<file path="src/rtl/sobel_pkg.sv">
`timescale 1ns / 1ps
`default_nettype none

package sobel_pkg;

    // configuration port
    localparam int CFG_IDX_W  = 2;
    localparam int CFG_DATA_W = 11;

    typedef enum logic [CFG_IDX_W-1:0] {
        CFG_IMAGE_WIDTH  = 2'd0,
        CFG_IMAGE_HEIGHT = 2'd1,
        CFG_THRESHOLD    = 2'd2,
        CFG_EDGE_LEVEL   = 2'd3
    } t_cfg_idx;

    localparam logic [10:0] RST_IMAGE_WIDTH  = 11'd640;
    localparam logic [10:0] RST_IMAGE_HEIGHT = 11'd480;
    localparam logic [8:0]  RST_THRESHOLD    = 9'd250;
    localparam logic [7:0]  RST_EDGE_LEVEL   = 8'd100;

    localparam int MIN_DIM    = 3;
    localparam int MAX_HEIGHT = 1024;
    localparam int ROW_W      = 10;

    // x / 30 for 0 <= x <= 1020 equals (x * 2185) >> 16
    localparam int DIV30_RECIP = 2185;
    localparam int DIV30_SHIFT = 16;

    localparam int GRAD_W   = 12;
    localparam int SUMSQ_W  = 17;
    localparam int THRSQ_W  = 19;

    typedef logic [7:0] t_pixel;

    // 3x3 neighborhood: top, middle, bottom rows; left, center, right columns
    typedef struct packed {
        t_pixel tl;
        t_pixel tc;
        t_pixel tr;
        t_pixel ml;
        t_pixel mc;
        t_pixel mr;
        t_pixel bl;
        t_pixel bc;
        t_pixel br;
    } t_window;

    typedef struct packed {
        logic interior;
        logic last;
    } t_pos_flags;

endpackage

`default_nettype wire

</file>
<file path="src/rtl/sobel_grad.sv">
`timescale 1ns / 1ps
`default_nettype none

module sobel_grad import sobel_pkg::*; (
    input  wire t_window    i_win,
    output logic [7:0]      o_a,
    output logic [7:0]      o_b
);

    // divide toward zero by 30, keep the low byte
    function automatic logic [7:0] scale(input logic signed [GRAD_W-1:0] s);
        logic [GRAD_W-1:0]   mag;
        logic [2*GRAD_W-1:0] prod;
        logic [7:0]          q;
        mag  = s[GRAD_W-1] ? GRAD_W'(-s) : GRAD_W'(s);
        prod = (2*GRAD_W)'(mag) * (2*GRAD_W)'(DIV30_RECIP);
        q    = prod[DIV30_SHIFT +: 8];
        return s[GRAD_W-1] ? 8'(-q) : q;
    endfunction

    function automatic logic signed [GRAD_W-1:0] ext(input t_pixel p);
        return $signed({{(GRAD_W-8){1'b0}}, p});
    endfunction

    logic signed [GRAD_W-1:0] gx;
    logic signed [GRAD_W-1:0] gy;
    logic signed [GRAD_W-1:0] dm;
    logic signed [GRAD_W-1:0] dc;

    always_comb begin
        dm = ext(i_win.mr) - ext(i_win.ml);
        dc = ext(i_win.tc) - ext(i_win.bc);
        gx = (ext(i_win.tr) - ext(i_win.tl)) + dm + dm + (ext(i_win.br) - ext(i_win.bl));
        gy = (ext(i_win.tl) + ext(i_win.tr)) - (ext(i_win.bl) + ext(i_win.br)) + dc + dc;
    end

    assign o_a = scale(gx);
    assign o_b = scale(gy);

endmodule

`default_nettype wire

</file>
<file path="config.mk">
export PLATFORM = sky130hd
export DESIGN_NAME = sobel_grad
export DESIGN_NICKNAME = d
export VERILOG_FILES = /design/src/rtl/sobel_pkg.sv /design/src/rtl/sobel_grad.sv
export SDC_FILE = /design/constraint.sdc
export NUM_CORES = 1
export LEC_CHECK = 0
export ABC_AREA = 1
export BUFFER_PORTS_ARGS = -buffer_cell sky130_fd_sc_hd__buf_2
export CAP_MARGIN = 0
export CORE_MARGIN = 3
export CORE_UTILIZATION = 57
export DETAILED_ROUTE_END_ITERATION = 6
export PLACE_DENSITY = 0.9
export RECOVER_POWER = 25
export SLEW_MARGIN = 20
export SYNTH_ARGS = -nofsm -noshare
export SYNTH_HDL_FRONTEND = slang
export SYNTH_SLANG_ARGS = --single-unit
</file>
<file path="constraint.sdc">
create_clock -name vclk -period 11.1
set_input_delay 2.22 -clock vclk [all_inputs]
set_output_delay 2.22 -clock vclk [all_outputs]
set_load 0.01 [all_outputs]
</file>
==> results of run 1 <==
cells by family after synthesis:
group,Yosys count
simple gates,339
buf+inv,244
fa+ha+maj,236
compound gates,149
xor+xnor,77
other cells,1
metrics by stage:
stage,area [um^2],util (%),hold slack (ns),setup TNS (ns),setup WS (ns)
CTS,10700,87.6,5.76,-2.46,-0.377
detailed placement,9460,77.5,5.71,-11.83,-0.951
global placement,9460,77.5,5.69,-5.88,-0.568
floorplan,7420,-,5.21,-0.0500,-0.0252
routing by layer:
| layer | global-route usage [%] | overflow |
|---|---|---|
| met4 | 98.0 | 130 |
| met5 | 22.4 | 0 |
| met2 | 107 | 359 |
| met1 | 81.3 | 10 |
| met3 | 70.1 | 11 |
timing repair:
item / in CTS
hold endpoints to repair: 0
setup buffers: 21
gates resized for setup: 186
endpoints found under the setup margin: 16
pin swaps: 101
synthesized netlist by cell type (all sizes together) (2+ instances only):
library cell  instances  share of area [%]
and3                  2               0.17
nand2               200                 11
nand3                37                2.7
nor4                  2               0.17
o21a                 11                1.1
xor2                 56                7.1
a21o                  6               0.62
nor3                 23                1.6
clkbuf                4               0.21
fa                   42                 12
nor2                 60                3.1
xnor2                21                2.7
o31ai                 2               0.40
inv                 238                 12
o21ai                27                1.9
nand4                10               0.86
o21bai               16                1.8
nand3b                3               0.31
a21oi                75                5.2
a31oi                 5               0.52
ha                  194                 34
==> insert_results.sql, run 1 <==
INSERT INTO impl_metrics (metric_group, metric, value, unit) VALUES
('run_status', 'status', 'stopped before the end', ''),
('run_status', 'failed_stage', 'global routing', ''),
('run_status', 'error_message', '[ERROR GRT-0232] Routing congestion too high. Check the congestion heatmap in the GUI.', ''),
('global_routing', 'globalRouteTotalUtil', '86.8', '%'),
('synthesis', 'post_synth_inst_count', '1046', ''),
('synthesis', 'synthXorXnorAreaFrac', '9.88', '%'),
('synthesis', 'syn_area_per_cell', '6.92', 'um^2'),
('die', 'floorplan.rows', '40', ''),
('placement', 'hpwlAfterDp', '19.1', 'mm'),
('synthesis', 'synth-adder-area-share', '45.1', '%'),
('synthesis', 'synth_cell_types', '45', ''),
('synthesis', 'synth_mux_area_share', '0', '%'),
('global_routing', 'globalRouteOverflowTotal', '510', ''),
('die', 'initial_core_util', '59.3', '%'),
('die', 'die_x', '119', 'um'),
('synthesis', 'synthesis.yosys.warnings', '0', ''),
('synthesis', 'post_synth_instance_area', '7240', 'um^2'),
('placement', 'place.port_buffers', '80', ''),
('synthesis', 'synth_top_family_by_area', 'adder cells', ''),
('synthesis', 'synth-simple-area-share', '19.8', '%'),
('placement', 'routabilityCongestion', '0.938', ''),
('sta', 'worst_endpoint_kind', 'primary output', ''),
('sta', 'repair-timing-grt-worst-ep', 'o_b[7]', ''),
('placement', 'number_of_cells_in_the_design_after_placement', '1487', ''),
('synthesis', 'synth.yosys.seq_area_share', '0', '%'),
('die', 'pin_count', '88', ''),
('die', 'die_span_y', '119', 'um'),
('clock_network', 'cts_hold_buf', '0', ''),
('synthesis', 'synth-compound-area-share', '12.4', '%'),
('global_routing', 'largest_net_degree_at_the_start_of_global_routing', '7', '');
==> run 2: changes to the inputs <==
--- a/config.mk
+++ b/config.mk
@@ -9,9 +9,9 @@
 export BUFFER_PORTS_ARGS = -buffer_cell sky130_fd_sc_hd__buf_2
 export CAP_MARGIN = 0
 export CORE_MARGIN = 3
-export CORE_UTILIZATION = 57
+export CORE_UTILIZATION = 40
 export DETAILED_ROUTE_END_ITERATION = 6
-export PLACE_DENSITY = 0.9
+export PLACE_DENSITY_LB_ADDON = 0.15
 export RECOVER_POWER = 25
 export SLEW_MARGIN = 20
 export SYNTH_ARGS = -nofsm -noshare
==> constraint.sdc (replaced) <==
create_clock -name vclk -period 14.4
set_input_delay 2.88 -clock vclk [all_inputs]
set_output_delay 2.88 -clock vclk [all_outputs]
set_load 0.01 [all_outputs]
==> run 2 against run 1 <==
The flow now finishes without violations; synthesized cell count stayed put; area after synthesis did not move.
==> insert_results.sql, run 2 <==
INSERT INTO impl_metrics (metric_group, metric, value, unit) VALUES
('run_status', 'status', 'finished clean', ''),
('finish', 'design.final.nets', '1434', ''),
('detailed_routing', 'route.detailed.wl_per_inst', '11.3', 'um'),
('finish', 'final_common_cell', 'sky130_fd_sc_hd__inv_1', ''),
('sta', 'max-slew-margin-rel', '61.9', '%'),
('setup_path', 'worstSetupPathType', 'input port to output port', ''),
('finish', 'diodes', '0', ''),
('setup_path', 'worst_stage_delay_on_the_critical_path', '0.54', 'ns'),
('die', 'design.die.area', '19800', 'um^2'),
('detailed_routing', 'drt-pass1-iter-count', '4', ''),
('setup_path', 'worstSetupStartpointType', 'input port', ''),
('finish', 'final_layout_size_suffix_gt1_share', '8.90', '%'),
('sta', 'finalCriticalPeriod', '13.75', 'ns'),
('die', 'die_x', '141', 'um'),
('finish', 'clock_buffer_count', '0', ''),
('finish', 'design.seq.count', '0', ''),
('setup_path', 'endpoint_kind', 'output port', ''),
('synthesis', 'yosysTopAreaCellShare', '33.5', '%'),
('finish', 'flow.area_growth_from_synthesis', '9.42', '%'),
('sta', 'pnr_worst_setup_slack', '0.648', 'ns'),
('placement', 'routabilityCongestion', '0.858', ''),
('worst_hold_path', 'hold_depth', '10', ''),
('global_routing', 'first_global_vias', '6552', ''),
('job', 'max-cap-violations', '0', ''),
('sta', 'fmax', '72.7', 'MHz'),
('synthesis', 'synthesis.yosys.warnings', '0', ''),
('sta', 'finalSetupTns', '0', 'ns'),
('placement', 'hpwlAfterDp', '14.3', 'mm'),
('synthesis', 'syn_area_per_cell', '6.92', 'um^2'),
('global_routing', 'largest_net_degree_at_the_start_of_global_routing', '18', ''),
('synthesis', 'netlist.top_cell.by_area', 'sky130_fd_sc_hd__ha_1', ''),
('placement', 'detailedPlace.worstSlack', '0.515', 'ns'),
('die', 'pin_count', '88', ''),
('detailed_routing', 'post_drt_via_cell_ratio', '4.77', ''),
('setup_path', 'crit_arrival', '10.87', 'ns'),
('synthesis', 'post_synth_inst_count', '1046', ''),
('finish', 'layout.cells.most_common_list', '238 x sky130_fd_sc_hd__inv_1, 195 x sky130_fd_sc_hd__nand2_1, 194 x sky130_fd_sc_hd__ha_1', ''),
('detailed_routing', 'wirelength', '15.3', 'mm'),
('synthesis', 'synth_common_cells', '238 x sky130_fd_sc_hd__inv_1, 194 x sky130_fd_sc_hd__ha_1, 194 x sky130_fd_sc_hd__nand2_1, 74 x sky130_fd_sc_hd__a21oi_1, 59 x sky130_fd_sc_hd__nor2_1', ''),
('finish', 'area.sequential', '0', 'um^2'),
('clock_network', 'cts_hold_buf', '0', ''),
('worst_hold_path', 'hold_class', 'input port to output port', ''),
('global_routing', 'globalRouteTotalUtil', '16.3', '%'),
('setup_path', 'worst_path_most_repeated_cell', 'sky130_fd_sc_hd__inv_1', ''),
('sta', 'report.final.hold_viol_count', '0', ''),
('synthesis', 'yosysMostFrequentCell', 'sky130_fd_sc_hd__inv_1', ''),
('die', 'floorplan.rows', '48', ''),
('sta', 'worst_slew_pin_slew', '0.570', 'ns'),
('placement', 'place.port_buffers', '80', ''),
('synthesis', 'synth_cell_types', '45', ''),
('sta', 'drv_slew', '0', ''),
('global_routing', 'globalRouteOverflowTotal', '0', ''),
('synthesis', 'post_synth_instance_area', '7240', 'um^2'),
('global_routing', 'grt_pass1_wl', '28.0', 'mm'),
('detailed_routing', 'post-route-drc-count', '0', ''),
('sta', 'grt_setup_unrepaired', 'false', ''),
('detailed_routing', 'routed-via-count', '6436', ''),
('die', 'die_span_y', '141', 'um'),
('setup_path', 'critPathLaunch', 'i_win[0]', ''),
('synthesis', 'synth.yosys.seq_area_share', '0', '%'),
('synthesis', 'synth_area_leaders', 'sky130_fd_sc_hd__ha_1 34%, sky130_fd_sc_hd__inv_1 12%, sky130_fd_sc_hd__fa_1 12%', ''),
('die', 'core_area', '17500', 'um^2'),
('worst_hold_path', 'min-delay-start', 'i_win[63]', ''),
('setup_path', 'critPathRequiredTime', '11.52', 'ns'),
('setup_path', 'crit_path_top_delay_cell', 'sky130_fd_sc_hd__fa_1', ''),
('detailed_routing', 'detail-route-antenna-nets', '0', ''),
('setup_path', 'worst-path-max-fanout', '17', ''),
('detailed_routing', 'initialDrtViolationCount', '214', ''),
('sta', 'final_setup_fails', '0', ''),
('global_routing', 'grt_antenna_before_repair', '0', ''),
('sta', 'final_min_period_over_clock_period', '95.5', '%'),
('die', 'initial_core_util', '41.3', '%');
==> run 2: cell counts after synthesis <==
Identical to the previous run, type by type.
==> run 2: routing by layer <==
layer | track usage, % | part of all wire (%) | up-vias
met4 | 0.459 | 0.37 | 0
met2 | 30.6 | 48 | 42
met1 | 22.1 | 51 | 2888
met5 | 0 | 0 | -
li1 | - | - | 3502
met3 | 0.171 | 1.1 | 4
==> run 2: final timing paths <==
check,end,slack [ns]
setup / recovery,o_b[5],0.65
hold / removal,o_b[1],6.87
==> run 2: cell families after synthesis <==
family          Yosys count  share of synthesized area (%)
simple gates            339                           19.8
buf+inv                 244                           12.8
fa+ha+maj               236                           45.1
compound gates          149                           12.4
xor+xnor                 77                           9.88
other cells               1                         0.0518
==> run 2: critical path, delay by kind of cell <==
kind,cells,cell delay [ns]
adder cells (fa/ha/maj),10,3.67
XOR/XNOR,4,0.66
AO/OA/AOI/OAI,7,1.11
AND/OR/NAND/NOR,15,1.64
buffers and inverters,12,0.89
==> run 2: per-stage QoR <==
step / hold WS, ns / instance area [um^2] / instances / utilization, %
2_1_floorplan: 6.56 / 7250 / 1048 / -
3_3_place_gp: 6.89 / 7910 / 1349 / 45.1
3_5_place_dp: 6.89 / 7910 / 1349 / 45.1
4_1_cts: 6.90 / 7910 / 1349 / 45.1
5_1_grt: 7.00 / 7920 / 1349 / 45.2
6_report: 6.87 / 7920 / 1349 / 45.2
==> run 2: layout make-up <==
| cell class | count | area [um^2] |
|---|---|---|
| Fill cell | 1906 | 9610 |
| Multi-Input combinational cell | 804 | 6340 |
| Inverter | 239 | 897 |
| Timing Repair Buffer | 81 | 405 |
| Tap cell | 225 | 282 |
==> run 2: timing repair <==
item	4_1_cts	5_1_grt
setup endpoints to repair	0	4
setup buffers	0	0
resized for setup	0	2
Power of run 2 is not shown: default switching activity piles up to over one toggle a cycle in this logic, so the estimate is an artifact.
==> run 3: changes to the inputs <==
--- a/config.mk
+++ b/config.mk
@@ -11,6 +11,7 @@
 export CORE_MARGIN = 3
 export CORE_UTILIZATION = 40
 export DETAILED_ROUTE_END_ITERATION = 6
+export MAX_ROUTING_LAYER = met4
 export PLACE_DENSITY_LB_ADDON = 0.15
 export RECOVER_POWER = 25
 export SLEW_MARGIN = 20
==> constraint.sdc (replaced) <==
create_clock -name vclk -period 14.3
set_input_delay 2.86 -clock vclk [all_inputs]
set_output_delay 2.86 -clock vclk [all_outputs]
set_load 0.01 [all_outputs]
==> run 3 against run 2 <==
Via count is 0.62% lower; final area is 0.14% higher; setup slack worse by 0.093 ns; count of clock-buffer cells in the layout stayed put; critical path depth stayed put; sequential share of layout area stayed put; cell count stayed put; wire length is 0.58% higher; global-route usage is 0.16 points higher; utilization is 0.064 points higher; non-clock buffer count stayed put; first-iteration DRC count is 17% higher.
==> insert_results.sql, run 3 (synthesis gave the netlist of run 2 again) <==
INSERT INTO impl_metrics (metric_group, metric, value, unit) VALUES
('run_status', 'status', 'finished clean', ''),
('placement', 'hpwlAfterDp', '14.4', 'mm'),
('finish', 'postLayoutCoreUtil', '45.2', '%'),
('sta', 'drv_slew', '0', ''),
('clock_network', 'postCtsSetupBuffers', '0', ''),
('detailed_routing', 'drt-pass1-iter-count', '5', ''),
('die', 'die_x', '141', 'um'),
('setup_path', 'endpoint_kind', 'output port', ''),
('setup_path', 'worstSetupStartpointType', 'input port', ''),
('sta', 'report.final.hold_viol_count', '0', ''),
('die', 'design.die.area', '19800', 'um^2'),
('detailed_routing', 'initialDrtViolationCount', '251', ''),
('detailed_routing', 'post-route-drc-count', '0', ''),
('finish', 'diodes', '0', ''),
('job', 'max-cap-violations', '0', ''),
('finish', 'final_layout_size_suffix_gt1_share', '9.34', '%'),
('detailed_routing', 'route.detailed.wl_per_inst', '11.4', 'um'),
('sta', 'final_setup_fails', '0', ''),
('global_routing', 'grt_antenna_before_repair', '0', ''),
('die', 'pin_count', '88', ''),
('global_routing', 'grt_pass1_wl', '27.5', 'mm'),
('finish', 'flow.area_growth_from_synthesis', '9.57', '%'),
('finish', 'design.final.nets', '1434', ''),
('placement', 'routabilityCongestion', '0.881', ''),
('global_routing', 'largest_net_degree_at_the_start_of_global_routing', '18', ''),
('worst_hold_path', 'hold_class', 'input port to output port', ''),
('setup_path', 'crit_arrival', '10.89', 'ns'),
('finish', 'design.seq.count', '0', ''),
('setup_path', 'crit_path_top_delay_cell', 'sky130_fd_sc_hd__fa_1', ''),
('die', 'floorplan.rows', '48', ''),
('sta', 'max-slew-margin-rel', '56.2', '%'),
('finish', 'layout.cells.most_common_list', '238 x sky130_fd_sc_hd__inv_1, 194 x sky130_fd_sc_hd__nand2_1, 193 x sky130_fd_sc_hd__ha_1', ''),
('die', 'core_area', '17500', 'um^2'),
('placement', 'place.port_buffers', '80', ''),
('finish', 'final_common_cell', 'sky130_fd_sc_hd__inv_1', ''),
('sta', 'final_min_period_over_clock_period', '96.1', '%'),
('setup_path', 'critPathRequiredTime', '11.44', 'ns'),
('finish', 'area.sequential', '0', 'um^2'),
('clock_network', 'postCtsResizedCells', '0', ''),
('detailed_routing', 'post_drt_via_cell_ratio', '4.74', ''),
('die', 'initial_core_util', '41.3', '%'),
('setup_path', 'worstSetupPathType', 'input port to output port', ''),
('clock_network', 'cts_hold_buf', '0', ''),
('setup_path', 'worst_stage_delay_on_the_critical_path', '0.55', 'ns'),
('finish', 'clock_buffer_count', '0', ''),
('global_routing', 'globalRouteTotalUtil', '16.4', '%'),
('sta', 'fmax', '72.8', 'MHz'),
('global_routing', 'first_global_vias', '6347', ''),
('finish', 'n_fill_cell', '1889', ''),
('setup_path', 'worst_path_most_repeated_cell', 'sky130_fd_sc_hd__inv_1', ''),
('global_routing', 'globalRouteOverflowTotal', '0', ''),
('detailed_routing', 'routed-via-count', '6396', ''),
('sta', 'worst_slew_pin_slew', '0.654', 'ns'),
('setup_path', 'worst-path-max-fanout', '17', ''),
('detailed_routing', 'detail-route-antenna-nets', '0', ''),
('detailed_routing', 'wirelength', '15.3', 'mm'),
('die', 'die_span_y', '141', 'um'),
('sta', 'finalCriticalPeriod', '13.75', 'ns');
## run 3: cell count changes in the layout (fill, tap and decap cells not counted), sizes merged
cell	before	now
buf	79	81
clkbuf	2	0
## run 3: worst max-delay path, delay by kind of cell
family,cells,cell delay (ns)
adders and majority gates,10,3.70
and+or+nand+nor,15,1.59
AOI/OAI and AO/OA,7,1.11
buffers and inverters,12,0.90
xor gates and xnor gates,4,0.67
## run 3: worst paths after layout
kind / from / to / cells after the start
worst min-delay path: i_win[63] / o_b[1] / 11
worst max-delay path: i_win[0] / o_b[5] / 48
## run 3: area by class of cell
class                           instances  area (um^2)  share of cell area (%)
Inverter                              239          897                    11.3
Multi-Input combinational cell        804         6350                    80.0
Timing Repair Buffer                   81          408                    5.14
Tap cell                              225          282                    3.55
## run 3: routing by layer
layer / up-vias / global-route usage [%] / wire length [um]
li1: 3507 / - / -
met1: 2829 / 22.1 / 7660
met2: 58 / 29.6 / 7330
met3: 2 / 0.0341 / 303
met4: 0 / 0.408 / 49
met5: - / - / 0
## run 3: per-stage QoR
step	TNS [ns]	std cells	worst slack, ns	area [um^2]	hold slack [ns]
finish	0	1349	0.555	7940	6.86
floorplan	0	1048	1.55	7250	6.52
CTS	0	1349	0.419	7910	6.86
global placement	0	1349	0.476	7910	6.85
global route	-0.0792	1349	-0.0432	7940	6.97
detailed placement	0	1349	0.425	7910	6.86
Power of run 3 is left out for the same reason.
==> run 4: changes to the inputs <==
--- a/config.mk
+++ b/config.mk
@@ -5,7 +5,6 @@
 export SDC_FILE = /design/constraint.sdc
 export NUM_CORES = 1
 export LEC_CHECK = 0
-export ABC_AREA = 1
 export BUFFER_PORTS_ARGS = -buffer_cell sky130_fd_sc_hd__buf_2
 export CAP_MARGIN = 0
 export CORE_MARGIN = 3
==> run 4 against run 3 <==
Maximum frequency fell by 1.6%; flip-flop and latch count stayed put; first-iteration DRC count is 41% lower; largest cell class unchanged; setup slack worse by 0.22 ns; non-clock buffer count increased by 45.
==> insert_results.sql, run 4 <==
INSERT INTO impl_metrics (metric_group, metric, value, unit) VALUES
('setup_path', 'worst_stage_delay_on_the_critical_path', '0.54', 'ns'),
('placement', 'place.port_buffers', '80', ''),
('global_routing', 'globalRouteOverflowTotal', '0', ''),
('synthesis', 'synthesis.yosys.warnings', '0', ''),
('finish', 'clock_buffer_count', '0', ''),
('finish', 'design.seq.count', '0', ''),
('global_routing', 'grt_pass1_wl', '24.3', 'mm'),
('placement', 'hpwlAfterDp', '13.3', 'mm'),
('synthesis', 'synth_cell_types', '67', ''),
('sta', 'final_setup_fails', '0', ''),
('synthesis', 'post_synth_inst_count', '831', ''),
('synthesis', 'syn_area_per_cell', '8.18', 'um^2'),
('finish', 'design.final.nets', '1259', ''),
('detailed_routing', 'wirelength', '14.5', 'mm'),
('detailed_routing', 'detail-route-antenna-nets', '0', ''),
('detailed_routing', 'route.detailed.wl_per_inst', '12.4', 'um'),
('finish', 'flow.area_growth_from_synthesis', '17.7', '%'),
('synthesis', 'synth_area_leaders', 'sky130_fd_sc_hd__ha_1 36%, sky130_fd_sc_hd__fa_1 12%, sky130_fd_sc_hd__inv_1 7.8%', ''),
('detailed_routing', 'initialDrtViolationCount', '149', ''),
('die', 'initial_core_util', '41.0', '%'),
('clock_network', 'cts_hold_buf', '0', ''),
('synthesis', 'netlist.top_cell.by_area', 'sky130_fd_sc_hd__ha_1', ''),
('detailed_routing', 'post_drt_via_cell_ratio', '4.96', ''),
('die', 'floorplan.rows', '47', ''),
('synthesis', 'post_synth_instance_area', '6800', 'um^2'),
('sta', 'finalCriticalPeriod', '13.97', 'ns'),
('finish', 'area.sequential', '0', 'um^2'),
('die', 'core_area', '16600', 'um^2'),
('die', 'design.die.area', '18600', 'um^2'),
('sta', 'report.final.hold_viol_count', '0', ''),
('finish', 'final_common_cell', 'sky130_fd_sc_hd__ha_1', ''),
('setup_path', 'endpoint_kind', 'output port', ''),
('synthesis', 'synth_common_cells', '194 x sky130_fd_sc_hd__ha_1, 141 x sky130_fd_sc_hd__inv_1, 58 x sky130_fd_sc_hd__xnor2_1, 55 x sky130_fd_sc_hd__a21oi_1, 48 x sky130_fd_sc_hd__nor2_1', ''),
('setup_path', 'worstSetupStartpointType', 'input port', ''),
('die', 'die_x', '136', 'um'),
('finish', 'postLayoutCoreUtil', '48.3', '%'),
('sta', 'grt_setup_unrepaired', 'true', ''),
('sta', 'fmax', '71.6', 'MHz'),
('placement', 'number_of_cells_in_the_design_after_placement', '1161', ''),
('run_status', 'status', 'finished clean', ''),
('synthesis', 'yosysTopAreaCellShare', '35.7', '%'),
('sta', 'drv_slew', '0', ''),
('finish', 'layout.cells.most_common_list', '187 x sky130_fd_sc_hd__ha_1, 139 x sky130_fd_sc_hd__inv_1, 80 x sky130_fd_sc_hd__buf_2', ''),
('detailed_routing', 'post-route-drc-count', '0', ''),
('synthesis', 'synth.yosys.seq_area_share', '0', '%'),
('detailed_routing', 'drt-pass1-iter-count', '4', ''),
('setup_path', 'critPathRequiredTime', '11.44', 'ns'),
('detailed_routing', 'routed-via-count', '5801', ''),
('placement', 'routabilityCongestion', '0.824', ''),
('finish', 'final_layout_size_suffix_gt1_share', '19.4', '%'),
('worst_hold_path', 'hold_class', 'input port to output port', ''),
('global_routing', 'globalRouteTotalUtil', '15.9', '%'),
('setup_path', 'crit_arrival', '11.11', 'ns'),
('global_routing', 'largest_net_degree_at_the_start_of_global_routing', '12', ''),
('setup_path', 'worst-path-max-fanout', '5', ''),
('setup_path', 'crit_path_top_delay_cell', 'sky130_fd_sc_hd__fa_1', ''),
('finish', 'layoutNonFillerInstCount', '1170', ''),
('sta', 'final_min_period_over_clock_period', '97.7', '%'),
('setup_path', 'worstSetupPathType', 'input port to output port', ''),
('synthesis', 'yosysMostFrequentCell', 'sky130_fd_sc_hd__ha_1', ''),
('die', 'pin_count', '88', ''),
('global_routing', 'first_global_vias', '5547', ''),
('sta', 'max-slew-margin-rel', '61.6', '%'),
('global_routing', 'grt_antenna_before_repair', '1', ''),
('sta', 'worst_slew_pin_slew', '0.575', 'ns'),
('job', 'max-cap-violations', '0', ''),
('die', 'die_span_y', '136', 'um');
run 4: changes by cell type in the layout (fill, tap and decap cells not counted), sizes merged, moves of 20 or more:
cell   change
nand3     -29
nand2    -169
buf       +45
inv       -97
xnor2     +38
xor2      -22
a21oi     -20
a21o      +23
run 4: worst paths after layout:
| kind | slack [ns] | to | cells past startpoint | from |
|---|---|---|---|---|
| worst max-delay path | 0.33 | o_b[6] | 43 | i_win[0] |
| worst min-delay path | 6.94 | o_b[0] | 8 | i_win[49] |
run 4: logic make-up (layout without fill, tap and decap cells):
kind of cell	count (synthesis)	after routing	share of synthesized area, %
adders and majority gates	236	236	48.1
AOI/OAI and AO/OA	191	191	18.7
and+or+nand+nor	153	153	11.5
buffers and inverters	151	267	8.35
xor gates and xnor gates	93	93	12.1
muxes	6	6	1.16
other	1	4	0.0551
run 4: cell type report:
type / instances / area (um^2)
multi-input combinational: 682 / 6450
antenna: 1 / 2.50
tap: 220 / 275
timing repair buffer: 126 / 749
inverter: 141 / 529
fill: 1674 / 8580
run 4: through the flow:
stage,setup TNS [ns],setup slack [ns],area [um^2],hold WS (ns)
4_1_cts,0,0.00289,7780,6.95
6_report,0,0.331,8010,6.94
2_1_floorplan,0,0.503,6810,6.54
3_5_place_dp,-0.0887,-0.0887,7730,6.94
5_1_grt,-0.267,-0.229,8010,7.03
3_3_place_gp,-0.0890,-0.0890,7730,6.96
run 4: timing repair:
action | CTS | global route
setup buffers | 1 | 7
pin swaps | 3 | 20
endpoints found under the setup margin | 1 | 9
resized for setup | 8 | 39
run 4: worst max-delay path, delay by kind of cell:
kind                       cells  cell delay [ns]
adders and majority gates     11             3.57
AOI/OAI and AO/OA             11             1.77
and+or+nand+nor                9             1.59
buffers and inverters          8             0.68
xor gates and xnor gates       4             0.66
run 4: routing by layer:
layer / GRT usage, % / up-vias / part of all wire (%)
met4: 0.560 / 0 / 0.20
met1: 20.7 / 2637 / 47
li1: - / 3111 / -
met3: 0.481 / 2 / 1.5
met2: 29.0 / 51 / 51
met5: - / - / 0
Power of run 4 is left out for the same reason.
